### src/hw/rtl/process_dispatcher_with_wait_queues_unit_macros.svh
// assertion macros shared by the dispatcher rtl
`ifndef PROCESS_DISPATCHER_WITH_WAIT_QUEUES_UNIT_MACROS_SVH
`define PROCESS_DISPATCHER_WITH_WAIT_QUEUES_UNIT_MACROS_SVH

`ifndef NO_ASSERTIONS
`define PDWQ_ASSERT_IMPL(lbl, ante, cons, msg) \
   lbl: assert property (@(posedge clock) disable iff (reset) (ante) |-> (cons)) else $error(msg);
`define PDWQ_ASSERT_NEXT(lbl, ante, cons, msg) \
   lbl: assert property (@(posedge clock) disable iff (reset) (ante) |=> (cons)) else $error(msg);
`else
`define PDWQ_ASSERT_IMPL(lbl, ante, cons, msg)
`define PDWQ_ASSERT_NEXT(lbl, ante, cons, msg)
`endif

`endif

### src/hw/rtl/pdwq_pkg.sv
// shared codes and types of the process dispatcher
package pdwq_pkg;

   localparam logic [2:0] ST_UNUSED = 3'd0;
   localparam logic [2:0] ST_READY  = 3'd1;
   localparam logic [2:0] ST_RUN    = 3'd2;
   localparam logic [2:0] ST_BLOCK  = 3'd3;
   localparam logic [2:0] ST_EXIT   = 3'd4;
   localparam logic [2:0] ST_IDLE   = 3'd5;

   localparam logic [2:0] MODE_CREATE    = 3'd0;
   localparam logic [2:0] MODE_EXIT      = 3'd1;
   localparam logic [2:0] MODE_REQUEST   = 3'd2;
   localparam logic [2:0] MODE_INTERRUPT = 3'd3;
   localparam logic [2:0] MODE_TIMER     = 3'd4;
   localparam logic [2:0] MODE_REPORT    = 3'd5;

   localparam logic [1:0] STATUS_OK  = 2'd0;
   localparam logic [1:0] STATUS_BAD = 2'd2;

   localparam int REQ_TDATA_BITS = 40;
   localparam int RSP_TDATA_BITS = 112;

   typedef enum logic [1:0] {
      QOP_PUSH   = 2'd0,
      QOP_POP    = 2'd1,
      QOP_REMOVE = 2'd2
   } qop_type;

   typedef struct packed {
      logic    start;
      qop_type op;
   } qcmd_type;

   typedef struct packed {
      logic done;
      logic ready_nz;
   } qstat_type;

   typedef struct packed {
      logic       charge;
      logic       clear;
      logic [2:0] kind;
   } acc_ctl_type;

endpackage

### src/hw/rtl/pdwq_acc_bank.sv
// per-slot run, ready and block totals with one shared saturating adder
module pdwq_acc_bank #(
   parameter int SLOTS = 32,
   parameter int TBITS = 32
) (
   input  logic                      clock,
   input  logic                      reset,
   input  pdwq_pkg::acc_ctl_type     ctl,
   input  logic [$clog2(SLOTS)-1:0]  rd_slot,
   input  logic [$clog2(SLOTS)-1:0]  clear_slot,
   input  logic [31:0]               delta,
   output logic [TBITS-1:0]          run_tot,
   output logic [TBITS-1:0]          ready_tot,
   output logic [TBITS-1:0]          block_tot
);

   localparam int IW = $clog2(SLOTS);
   localparam int SUMW = ((TBITS > 32) ? TBITS : 32) + 1;
   localparam logic [TBITS-1:0] TMAX = {TBITS{1'b1}};

   logic [TBITS-1:0] run_mem [SLOTS];
   logic [TBITS-1:0] rdy_mem [SLOTS];
   logic [TBITS-1:0] blk_mem [SLOTS];
   logic [SLOTS-1:0] valid_ff;
   logic             valid_rd_ff;
   logic [IW-1:0]    slot_ff;
   logic [TBITS-1:0] run_raw_ff, rdy_raw_ff, blk_raw_ff;

   logic [TBITS-1:0] sel, sat;
   logic [SUMW-1:0]  sum;
   logic             wr_en;
   logic [TBITS-1:0] new_run, new_rdy, new_blk;

   assign run_tot   = valid_rd_ff ? run_raw_ff : '0;
   assign ready_tot = valid_rd_ff ? rdy_raw_ff : '0;
   assign block_tot = valid_rd_ff ? blk_raw_ff : '0;

   always_comb begin
      new_run = run_tot;
      new_rdy = ready_tot;
      new_blk = block_tot;
      wr_en   = 1'b0;
      case (ctl.kind)
         pdwq_pkg::ST_RUN:   sel = run_tot;
         pdwq_pkg::ST_READY: sel = ready_tot;
         pdwq_pkg::ST_BLOCK: sel = block_tot;
         default:            sel = '0;
      endcase
      sum = SUMW'(sel) + SUMW'(delta);
      sat = (sum > SUMW'(TMAX)) ? TMAX : sum[TBITS-1:0];
      case (ctl.kind)
         pdwq_pkg::ST_RUN: begin
            new_run = sat;
            wr_en   = ctl.charge;
         end
         pdwq_pkg::ST_READY: begin
            new_rdy = sat;
            wr_en   = ctl.charge;
         end
         pdwq_pkg::ST_BLOCK: begin
            new_blk = sat;
            wr_en   = ctl.charge;
         end
         default: begin
            wr_en = 1'b0;
         end
      endcase
   end

   always_ff @(posedge clock) begin
      run_raw_ff <= run_mem[rd_slot];
      rdy_raw_ff <= rdy_mem[rd_slot];
      blk_raw_ff <= blk_mem[rd_slot];
      slot_ff    <= rd_slot;
      if (wr_en) begin
         run_mem[slot_ff] <= new_run;
         rdy_mem[slot_ff] <= new_rdy;
         blk_mem[slot_ff] <= new_blk;
      end
   end

   // a slot without its valid bit reads as zero totals
   always_ff @(posedge clock) begin
      if (reset) begin
         valid_ff    <= '0;
         valid_rd_ff <= 1'b0;
      end else begin
         valid_rd_ff <= valid_ff[rd_slot];
         if (ctl.clear) begin
            valid_ff[clear_slot] <= 1'b0;
         end else if (wr_en) begin
            valid_ff[slot_ff] <= 1'b1;
         end
      end
   end

endmodule

### config.mk
export PLATFORM = sky130hd
export DESIGN_NAME = pdwq_acc_bank
export DESIGN_NICKNAME = d
export VERILOG_FILES = /design/src/hw/rtl/process_dispatcher_with_wait_queues_unit_macros.svh /design/src/hw/rtl/pdwq_pkg.sv /design/src/hw/rtl/pdwq_acc_bank.sv
export SDC_FILE = /design/constraint.sdc
export NUM_CORES = 2
export LEC_CHECK = 0
export ABC_AREA = 1
export ABC_CLOCK_PERIOD_IN_PS = 25800
export BUFFER_PORTS_ARGS = -buffer_cell sky130_fd_sc_hd__buf_2
export CAP_MARGIN = 20
export CORE_MARGIN = 5
export CORE_UTILIZATION = 38
export CTS_BUF_LIST = sky130_fd_sc_hd__clkbuf_4
export DETAILED_ROUTE_END_ITERATION = 10
export PLACE_DENSITY_LB_ADDON = 0.12
export SYNTH_ARGS = -nofsm -noshare
export SYNTH_HDL_FRONTEND = slang
export SYNTH_SLANG_ARGS = --single-unit
### constraint.sdc
create_clock -name clock -period 25.8 [get_ports clock]
set_input_delay 5.16 -clock clock [delete_from_list [all_inputs] [get_ports clock]]
set_output_delay 5.16 -clock clock [all_outputs]
set_load 0.01 [all_outputs]
==> results.md <==
* First-pass GRT wire length at 656 mm
* Starting Density at between 30% and 40%
* Hold-fix buffers, CTS at 0
* DRT antenna net count at 0
* Initial antenna violation count at 21
* CP bufs+invs at 7
* Die height at between 500 and 600 um
* Post-synth EDFFs at 3072
* Die area at 350000 um^2
* Finished Layout Cells at 16.1k
* CTS Buf Count at 820
* Clock slew at reported path FFs at around 60 ps
* Root buffer cell: clkbuf_4
* Area fraction of the dominant cell type after synthesis at 71.8%
* Die W at 591 um
* Reg-to-reg slack, setup at 19030 ps
* Vias at 91.0k
* Slew at the pin closest to its max-slew limit at 1390 ps
* Crit path capture: blk_raw_ff[8]
* Final Skew at ~120 ps
* RSZ-0062 raised after global routing: no
* Crit path time final at 9940 ps
* Synth cell types at 32
* Top Layer Used: met5
* CTS tree: done
* H-Tree Depth at 6
* Critical path depth at 13
* # setup viols final at 0
* Post-Syn Area at 128000 um^2
* Mean area per synthesized cell at 12.3 um^2
* Reg2Reg Depth at 18
* Cells after DPL at 14.6k
* Main synth FF type: edfxtp_1
* RR Startpoint: valid_rd_ff
* Area Overhead vs Synth at 13.0%
* Worst hold path class: reg2reg
* Post-synth top area cell: edfxtp_1
* CP Data Arrival Time at 11420 ps
* Slowest cell on the critical path: buf_4
* Asr flop ratio synth at 0%
* Final Hold Viols at 0
* Max Buffers Root-to-Sink at 4
* Met2 wire length at 229 mm
* Most instantiated library cell after synthesis: edfxtp_1
* CP required at around 27000 ps
* CP peak stage delay at 940 ps
* Max Freq at between 100 and 150 MHz
* Period Utilization, post-route at 38.5%
* Total GRT Usage at 26.1%
* # rows at roughly 210
* # clock sinks at 3206
* CP Launch Type: primary input
* WL/cell at 29.2 um
* Yosys warns at 0
* #FFs+latches synth at 3206
* Pwr dens at 75.5 nW/um^2
* Largest delay share family, worst path: buffers and inverters
* Pins Over Slew Limit at 0
* Most common library cells after synthesis: 3072 x edfxtp_1, 1716 x nor2_1, 1642 x o21ai_0
* Port Buffer Count at ~140
* Final HPWL DP at roughly 230 mm
* Crit. End Element: flip-flop
* Ratio of cells with drive above 1 in the final layout at 15.4%
* Routed wire length at 472 mm
* Critical path type: in2reg
* Setup TNS at 0 ps
* Routability cong. at between 0.8 and 0.9
* Synth Instances at 10.5k
* P_leak at 50.1 nW
* Sequential cell area fraction in the yosys report at 73.9%
* Syn Nets at 10.5k
* # DRC at 0
* Core Region at between 300000 and 400000 um^2
* Worst-skew pair later-pin latency at ~1600 ps
* CP Cell Sequence: buf_8 -> inv_8 -> buf_4 -> buf_4 -> buf_4 -> buf_4 -> buf_4 -> o21ai_0 -> o22ai_1 -> o21ai_0 -> o22ai_1 -> nand2_1 -> nand2_1
* Final net count at ~11k
* Dominant cells by area after synthesis: edfxtp_1 72%, o21ai_0 6.4%, nor2_1 5.0%
* CP max FO at 164
* Setup bufs post-CTS at 0
* Post-CTS resize count at 0
* Slew headroom at 7.11%
* Worst Setup SP: rd_slot[0]
* Fill count at 31.5k
* RR Endpoint: rdy_mem[9][17]
* Worst VDD drop at 0.0000411 V
* GR Overflow Total at 0
* Met3 WL at 32.2 mm
* Met1 WL at 188 mm
* Crit path top cell by count: buf_4
* Vias in the first global route at around 90k
* Largest net degree at the start of global routing at 195
* Vias/cell at 5.64
* Status: complete, no violations
* DR pass1 iterations at 6
* I/O pin cnt at 145
* Maxcap violations at 0
* DRT iter0 DRCs at around 9.8k
==> placed cells by master, fill, tap and decap left out, drive strengths merged <==
master / count
edfxtp: 3072
o21ai: 1786
nor2: 1716
clkbuf: 1263
nand2: 1250
o22ai: 693
nand3: 459
buf: 383
inv: 283
clkinv: 179
dfxtp: 134
o221ai: 101
a21oi: 78
nor3: 54
ha: 32
a22oi: 31
diode: 30
a211oi: 24
xnor2: 12
clkinvlp: 11
bufinv: 7
nand4: 6
o21a: 4
and2: 3
a21o: 2
xor2: 2
o211ai: 1
or2: 1
fa: 1
==> layer usage <==
layer  global-route usage [%]  up-vias
li1                         -    39700
met1                     33.4    46300
met2                     43.9     4071
met3                     3.97      866
met4                     11.9        2
met5                        0        -
==> tightest hold or removal path, delay by kind of cell (launching register included) <==
kind            cells  cell delay (ps)
compound gates      2              130
flops               1              320
==> through the flow <==
stage	instance area, um^2	setup WS [ps]	total power, mW	hold WS (ps)	util [%]
2_1_floorplan	128000	12810	6.35	469	-
3_3_place_gp	134000	14430	6.64	481	39.8
3_5_place_dp	134000	14340	6.65	491	39.8
4_1_cts	145000	15760	11.0	500	43.0
5_1_grt	145000	15510	11.4	532	43.1
6_report	145000	15860	11.0	499	43.1
==> final cells by class <==
type	count	area (um^2)	area share, %
repair buffers	384	3070	2.11
multi-input cells	6256	29600	20.4
clock buffers	1262	9470	6.53
well taps	4515	5650	3.89
diodes	30	75.1	0.0517
inverters	266	1040	0.718
clock inverters	214	1230	0.845
flip-flops and latches	3206	94900	65.4
==> how the worst min path moves through the flow <==
| stage | from | end | slack [ps] | cells after the start |
|---|---|---|---|---|
| floorplan | valid_ff[10] | valid_ff[10] | 470 | 2 |
| global placement | valid_ff[6] | valid_ff[6] | 480 | 2 |
| detailed placement | valid_ff[6] | valid_ff[6] | 490 | 2 |
| CTS | valid_ff[6] | valid_ff[6] | 500 | 2 |
| global route | valid_ff[12] | valid_ff[12] | 530 | 2 |
| finish | valid_ff[0] | valid_ff[0] | 500 | 2 |
==> kinds of logic (layout without fill, tap and decap cells) <==
group / after synthesis / after routing / synth area share (%)
AOI/OAI and AO/OA: 2720 / 2720 / 11.7
xor gates and xnor gates: 14 / 14 / 0.0955
adders and majority gates: 33 / 33 / 0.327
buffers and inverters: 991 / 2126 / 3.26
DFF: 3206 / 3206 / 73.9
other: 0 / 30 / 0
and+or+nand+nor: 3489 / 3489 / 10.7
==> flip-flops by register name, summed over array words and instances (netlist names) <==
register and cells:
blk_mem 1024, rdy_raw_ff 32, run_raw_ff 32, blk_raw_ff 32, valid_ff 32, run_mem 1024
valid_rd_ff 1, slot_ff 5, rdy_mem 1024
==> power breakdown <==
part	leakage [nW]	switching, mW	internal (mW)	total (mW)
combinational	14.5	0.585	0.170	0.755
clock	6.37	2.10	2.30	4.40
sequential	29.3	0.0115	5.79	5.80
total	50.1	2.70	8.25	11.0
Note: power is estimated with default switching activity, not from simulation.
