$ cat config.mk
export PLATFORM = sky130hd
export DESIGN_NAME = pdwq_queue_bank
export DESIGN_NICKNAME = d
export VERILOG_FILES = /design/src/hw/rtl/pdwq_pkg.sv /design/src/hw/rtl/pdwq_queue_bank.sv
export VERILOG_INCLUDE_DIRS = /design/src /design/src/hw/rtl
export SDC_FILE = /design/constraint.sdc
export NUM_CORES = 2
export LEC_CHECK = 0
export ABC_AREA = 1
export ABC_CLOCK_PERIOD_IN_PS = 12800
export BUFFER_PORTS_ARGS = -buffer_cell sky130_fd_sc_hd__buf_4
export CORE_AREA = 5 5 459 461
export CTS_CLUSTER_DIAMETER = 50
export DETAILED_ROUTE_END_ITERATION = 10
export DIE_AREA = 0 0 464 466
export REMOVE_ABC_BUFFERS = 1
export SKIP_CTS_REPAIR_TIMING = 1
export SYNTH_ARGS = -nofsm -noshare
export SYNTH_HDL_FRONTEND = slang
export SYNTH_SLANG_ARGS = --single-unit
$ cat constraint.sdc
create_clock -name clock -period 12.8 [get_ports clock]
set_input_delay 1.28 -clock clock [delete_from_list [all_inputs] [get_ports clock]]
set_output_delay 1.28 -clock clock [all_outputs]
set_load 0.05 [all_outputs]
$ cat src/hw/rtl/process_dispatcher_with_wait_queues_unit_macros.svh
// assertion macros shared by the dispatcher rtl
`ifndef PROCESS_DISPATCHER_WITH_WAIT_QUEUES_UNIT_MACROS_SVH
`define PROCESS_DISPATCHER_WITH_WAIT_QUEUES_UNIT_MACROS_SVH

`ifndef NO_ASSERTIONS
`define PDWQ_ASSERT_IMPL(lbl, ante, cons, msg) \
   lbl: assert property (@(posedge clock) disable iff (reset) (ante) |-> (cons)) else $error(msg);
`define PDWQ_ASSERT_NEXT(lbl, ante, cons, msg) \
   lbl: assert property (@(posedge clock) disable iff (reset) (ante) |=> (cons)) else $error(msg);
`else
`define PDWQ_ASSERT_IMPL(lbl, ante, cons, msg)
`define PDWQ_ASSERT_NEXT(lbl, ante, cons, msg)
`endif

`endif

$ cat src/hw/rtl/pdwq_pkg.sv
// shared codes and types of the process dispatcher
package pdwq_pkg;

   localparam logic [2:0] ST_UNUSED = 3'd0;
   localparam logic [2:0] ST_READY  = 3'd1;
   localparam logic [2:0] ST_RUN    = 3'd2;
   localparam logic [2:0] ST_BLOCK  = 3'd3;
   localparam logic [2:0] ST_EXIT   = 3'd4;
   localparam logic [2:0] ST_IDLE   = 3'd5;

   localparam logic [2:0] MODE_CREATE    = 3'd0;
   localparam logic [2:0] MODE_EXIT      = 3'd1;
   localparam logic [2:0] MODE_REQUEST   = 3'd2;
   localparam logic [2:0] MODE_INTERRUPT = 3'd3;
   localparam logic [2:0] MODE_TIMER     = 3'd4;
   localparam logic [2:0] MODE_REPORT    = 3'd5;

   localparam logic [1:0] STATUS_OK  = 2'd0;
   localparam logic [1:0] STATUS_BAD = 2'd2;

   localparam int REQ_TDATA_BITS = 40;
   localparam int RSP_TDATA_BITS = 112;

   typedef enum logic [1:0] {
      QOP_PUSH   = 2'd0,
      QOP_POP    = 2'd1,
      QOP_REMOVE = 2'd2
   } qop_type;

   typedef struct packed {
      logic    start;
      qop_type op;
   } qcmd_type;

   typedef struct packed {
      logic done;
      logic ready_nz;
   } qstat_type;

   typedef struct packed {
      logic       charge;
      logic       clear;
      logic [2:0] kind;
   } acc_ctl_type;

endpackage

$ cat src/hw/rtl/pdwq_queue_bank.sv
// ready queue and wait queues in one memory, with push, pop and remove-by-rotation
`include "process_dispatcher_with_wait_queues_unit_macros.svh"

module pdwq_queue_bank #(
   parameter int SLOTS  = 32,
   parameter int QUEUES = 6
) (
   input  logic                       clock,
   input  logic                       reset,
   input  pdwq_pkg::qcmd_type         cmd,
   input  logic [$clog2(QUEUES)-1:0]  q_sel,
   input  logic [$clog2(SLOTS)-1:0]   value,
   output pdwq_pkg::qstat_type        stat,
   output logic [$clog2(SLOTS)-1:0]   pop_value
);

   localparam int IW = $clog2(SLOTS);
   localparam int QW = $clog2(QUEUES);
   localparam int MEM_DEPTH = 1 << (QW + IW);
   localparam logic [IW:0] SLOTS_W = (IW + 1)'(SLOTS);

   typedef enum logic [3:0] {
      Q_IDLE     = 4'b0001,
      Q_POP      = 4'b0010,
      Q_RM_READ  = 4'b0100,
      Q_RM_CHECK = 4'b1000
   } qstate_type;

   qstate_type          state_ff, state_in;
   logic [IW-1:0]       head_ff  [QUEUES];
   logic [IW-1:0]       count_ff [QUEUES];
   logic [QW-1:0]       q_ff, q_in;
   logic [IW-1:0]       val_ff, val_in;
   logic [IW-1:0]       num_ff, num_in;
   logic [IW-1:0]       iter_ff, iter_in;
   logic                done_ff, done_in;
   logic [IW-1:0]       pop_ff, pop_in;
   logic [IW-1:0]       rd_data_ff;
   logic [IW-1:0]       mem [MEM_DEPTH];

   logic [QW-1:0]       qa;
   logic [IW-1:0]       head_cur, count_cur, head_nx, tail;
   logic [IW:0]         tail_sum;
   logic [IW:0]         iter_nx;
   logic                we, ptr_we;
   logic [IW-1:0]       head_w, count_w, wr_data;

   always_comb begin
      qa        = (state_ff == Q_IDLE) ? q_sel : q_ff;
      head_cur  = head_ff[qa];
      count_cur = count_ff[qa];
      head_nx   = (32'(head_cur) == SLOTS - 1) ? '0 : head_cur + 1'b1;
      tail_sum  = {1'b0, head_cur} + {1'b0, count_cur};
      tail      = (tail_sum >= SLOTS_W) ? IW'(tail_sum - SLOTS_W) : tail_sum[IW-1:0];
      wr_data   = (state_ff == Q_IDLE) ? value : rd_data_ff;
      iter_nx   = {1'b0, iter_ff} + 1'b1;
   end

   always_comb begin
      state_in = state_ff;
      q_in     = q_ff;
      val_in   = val_ff;
      num_in   = num_ff;
      iter_in  = iter_ff;
      done_in  = 1'b0;
      pop_in   = pop_ff;
      we       = 1'b0;
      ptr_we   = 1'b0;
      head_w   = head_cur;
      count_w  = count_cur;
      case (state_ff)
         Q_IDLE: begin
            if (cmd.start) begin
               q_in    = q_sel;
               val_in  = value;
               num_in  = count_cur;
               iter_in = '0;
               case (cmd.op)
                  pdwq_pkg::QOP_PUSH: begin
                     we      = 1'b1;
                     ptr_we  = 1'b1;
                     count_w = count_cur + 1'b1;
                     done_in = 1'b1;
                  end
                  pdwq_pkg::QOP_POP: begin
                     state_in = Q_POP;
                  end
                  pdwq_pkg::QOP_REMOVE: begin
                     if (count_cur == '0) begin
                        done_in = 1'b1;
                     end else begin
                        state_in = Q_RM_CHECK;
                     end
                  end
                  default: begin
                     done_in = 1'b1;
                  end
               endcase
            end
         end
         Q_POP: begin
            pop_in   = rd_data_ff;
            ptr_we   = 1'b1;
            head_w   = head_nx;
            count_w  = count_cur - 1'b1;
            done_in  = 1'b1;
            state_in = Q_IDLE;
         end
         Q_RM_READ: begin
            state_in = Q_RM_CHECK;
         end
         Q_RM_CHECK: begin
            ptr_we = 1'b1;
            head_w = head_nx;
            if (rd_data_ff == val_ff) begin
               count_w  = count_cur - 1'b1;
               done_in  = 1'b1;
               state_in = Q_IDLE;
            end else begin
               // front entry goes to the back
               we      = 1'b1;
               iter_in = iter_nx[IW-1:0];
               if (iter_nx == {1'b0, num_ff}) begin
                  done_in  = 1'b1;
                  state_in = Q_IDLE;
               end else begin
                  state_in = Q_RM_READ;
               end
            end
         end
         default: begin
            state_in = Q_IDLE;
         end
      endcase
   end

   always_ff @(posedge clock) begin
      rd_data_ff <= mem[{qa, head_cur}];
      if (we) begin
         mem[{qa, tail}] <= wr_data;
      end
   end

   always_ff @(posedge clock) begin
      if (reset) begin
         state_ff <= Q_IDLE;
         done_ff  <= 1'b0;
         for (int i = 0; i < QUEUES; i++) begin
            head_ff[i]  <= '0;
            count_ff[i] <= '0;
         end
      end else begin
         state_ff <= state_in;
         done_ff  <= done_in;
         if (ptr_we) begin
            head_ff[qa]  <= head_w;
            count_ff[qa] <= count_w;
         end
      end
   end

   always_ff @(posedge clock) begin
      q_ff    <= q_in;
      val_ff  <= val_in;
      num_ff  <= num_in;
      iter_ff <= iter_in;
      pop_ff  <= pop_in;
   end

   assign stat.done     = done_ff;
   assign stat.ready_nz = (count_ff[0] != '0);
   assign pop_value     = pop_ff;

   `PDWQ_ASSERT_IMPL(a_start_when_idle, cmd.start, state_ff == Q_IDLE, "queue command while busy")
   `PDWQ_ASSERT_NEXT(a_done_single, done_ff, !done_ff, "queue done held two cycles")
   `PDWQ_ASSERT_IMPL(a_check_nonempty, state_ff == Q_RM_CHECK, count_ff[q_ff] != '0, "remove on empty queue")

endmodule

==> results.md <==
- The number of global-route vias before repair came to 39800.
- The worst-margin pin slew is 1220 ps.
- The vertical die dimension is 466 um.
- Once the floorplan was initialized, standard cells occupied 29.8% of the core.
- Of the available clock period, the critical path in the final layout requires 54.1%.
- The finished layout holds 8710 standard cells, fillers aside.
- The clock period minus worst slack is 6920 ps.
- Before antenna repair, the detailed router went through 6 iterations.
- STA classifies the critical path endpoint as a register.
- The count of vias placed by the detailed router is 40800.
- In this run the power density over the cells is 190 nW/um2.
- The utilization after layout is 33.5%.
- The number of cell rows is 167.
- The maximum fanout along the worst path is 136.
- The remaining antenna violation count after routing is 0.
- The critical path data required time is 13200 ps.
- The H-tree depth is 4.
- The number of antenna violations at the first check in global routing is 2.
- The final-report max-slew violation count is 0.
- After the first detailed-routing iteration, the DRC count stood at 3653.
- The tightest min-delay check is of the reg2reg type.
- Measured against its own limit, the worst slew margin works out to 18.6%.
- The area of the core is 206000 um2.
- In the final layout, the share of cells above drive strength 1 is 6.09%.
- Counting the fill cells in the layout gives 20600.
- Global routing used 2.52% of the available met3 tracks.
- The total wire length is 158 mm.
- The total of endpoints with negative setup slack in the final report is 0.
- The clock passes through at most 3 buffers.
- Summed over all nets, the half-perimeter wirelength after detailed placement is 89.1 mm.
- TritonCTS built the clock tree.
- The die is 464 um wide.
- By instance count, the cell type seen most on the critical path is buf_4.
- For this design, the slowest cell found on the critical path is buf_4.
- The largest single stage delay on the critical path is 820 ps.
- The critical setup path kind is reg2reg.
- In the global route stage, overall resource usage came out at 14.4%.
- Using the TritonRoute via totals, the vias-per-cell ratio works out to 4.69.
- Adding up every negative setup slack in the final design gives 0 ps.
- The number of instances in the synthesized netlist is 5976.
- The clock drives 1393 sinks.
- The floorplan step defined a die boundary enclosing 216000 um2.
- The met1 routing resource usage after global routing is 18.3%.
- The first global-routing pass estimated 240 mm of wire.
- Each instance of the synthesized netlist takes up on average 10.3 um2.
- After routing the design area is 69000 um2.
- The routed wirelength normalized by instance count is 18.2 um.
- The fraction of registers with async set or reset after synthesis is 0%.
- The cell count after placement is 8436.
- The root buffer cell chosen for the clock tree is clkbuf_16.
- The total cell area at the placement stage is 64200 um2.
- After global routing, the most crowded layer is met2.
- The sequential fraction of the synthesis area is 67.9%.
- The number of endpoints with negative hold slack in the final report is 0.
- Input and output buffers added on the ports amount to 19.
- The number of synthesis warnings is 0.
- 20 I/O pins were placed.
- The clock-pin slew on the worst setup and hold paths is 60 ps.
- The total number of nets in the final design is 5908.
- The flow ran to the end, and the final reports show no timing, DRC or antenna violations.
- The remaining design rule violation count is 0.
- The worst-case IR drop observed on VDD is 197 uV.
- Synthesis inferred 1393 register bits.
- Among all flip-flop cells after synthesis, the most frequent one is edfxtp_1.
- Global routing used 24.3% of the available met2 tracks.
- Global routing finished with a remaining overflow of 0.
- The post-synthesis cell type count is 44.
- The clock network latency to the later pin of the worst-skew pair is 790 ps.
- Across the run, the number of max-cap violations was 0.
- The worst clock skew is 28.3 ps.
- The startpoint type of the worst setup path is a register.
- The signal on the critical path passes through inv_2, nor2_4, nand2_4, nand2_1, nand2_2, buf_4, buf_4, nand2_1, nand3_1, nand4_4, buf_4, inv_8, nor2_1, nor2_1, ha_1, or2_1, xor2_2, inv_2, nor2_4, nand3_2, buf_4, nor2_1.
- The number of enable-type register cells in the synthesized netlist is 1383.
- Timing would allow up to 0.144 GHz.
- Setup repair after global routing left no endpoint under its margin.
- In this run, CTS created clock tree buffers numbering 152.
- The synthesized cell area is 61400 um2.
- The worst endpoint data arrival time is 7320 ps.
- The area growth from synthesis to layout is 12.3%.
- The congestion estimate from routability-driven global placement came to 0.829.
- The leakage dissipation is 27.3 nW.
- The pin count of the biggest net entering global routing is 218.
## synthesized netlist by cell type (9+ instances only)
library cell	number	area (um2)
a21oi_1	12	60.1
buf_1	35	131
buf_2	158	791
clkbuf_1	125	469
dfxtp_1	10	200
edfxtp_1	1383	41500
ha_1	9	113
inv_1	991	3720
nand2_1	1591	5970
nand3_1	1046	5240
nand4_1	12	75.1
nor2_1	361	1360
nor3_1	16	80.1
o211ai_1	117	878
o21ai_0	18	90.1
xor2_1	10	87.6
## routing by layer
metal	part of all wire [%]	wire length (um)
met5	0	0
met4	3.8	5950
met2	48	75600
met1	42	65900
met3	6.8	10800
## final cells by class
cell class	instances	area, um2	share of cell area [%]
Timing Repair Buffer	85	701	1.02
Inverter	999	3760	5.45
Antenna cell	1	2.50	0.00363
Tap cell	2704	3380	4.90
Clock inverter	92	872	1.26
Multi-Input combinational cell	3255	14600	21.1
Sequential cell	1393	41700	60.5
Clock buffer	181	3990	5.77
## final timing paths
path                                  start  cells past startpoint           to  slack [ps]
worst max-delay path            state_ff[0]                     22  mem[106][2]        5880
worst min-delay path             iter_ff[0]                      1   iter_ff[0]         650
worst max register to register  state_ff[0]                     22  mem[106][2]        5880
worst min register to register   iter_ff[0]                      1   iter_ff[0]         650
## metrics by stage
stage / setup WS, ps / hold WS (ps) / total power [mW]
2_1_floorplan: -7760 / 450 / 8.50
3_3_place_gp: 5180 / 628 / 8.92
3_5_place_dp: 5200 / 643 / 8.95
4_1_cts: 5930 / 634 / 13.2
5_1_grt: 5510 / 657 / 13.7
6_report: 5880 / 652 / 13.1
## cells by family after synthesis
family	share of synthesized area, %
flip-flops	67.9
buffers and inverters	8.52
AND/OR/NAND/NOR	21.2
XOR/XNOR	0.267
AO/OA/AOI/OAI	1.88
adder cells (fa/ha/maj)	0.183
## cells in the final DEF (no fill, tap or decap), drive strengths merged
cell,instances
a211oi,3
a21oi,12
a22oi,1
a31oi,1
and3,2
buf,85
bufinv,11
clkbuf,181
clkinv,65
clkinvlp,6
dfxtp,10
diode,1
edfxtp,1383
ha,9
inv,1009
nand2,1600
nand3,1053
nand3b,2
nand4,13
nor2,374
nor3,16
nor4,2
o2111ai,1
o211ai,117
o21a,1
o21ai,21
o221ai,5
o32ai,1
or2,4
xnor2,5
xor2,12
## critical path: cells and delay by family, from the launching register on
kind,cells,cell delay (ps)
adder cells (fa/ha/maj),1,170
AND/OR/NAND/NOR,13,2880
XOR/XNOR,1,250
buffers and inverters,7,2660
flip-flops,1,360
## sequential cells by signal, summed over array words and instances, names as in the netlist
| register | flops |
|---|---|
| count_ff | 40 |
| done_ff | 1 |
| head_ff | 40 |
| iter_ff | 5 |
| mem | 1280 |
| num_ff | 5 |
| pop_value | 5 |
| q_ff | 3 |
| rd_data_ff | 5 |
| state_ff | 4 |
| val_ff | 5 |
## report_power, final
group	internal, mW	switching [mW]
clock	2.46	1.80
sequential	5.31	0.0396
combinational	0.837	2.67
(Power assumes the default switching activity.)
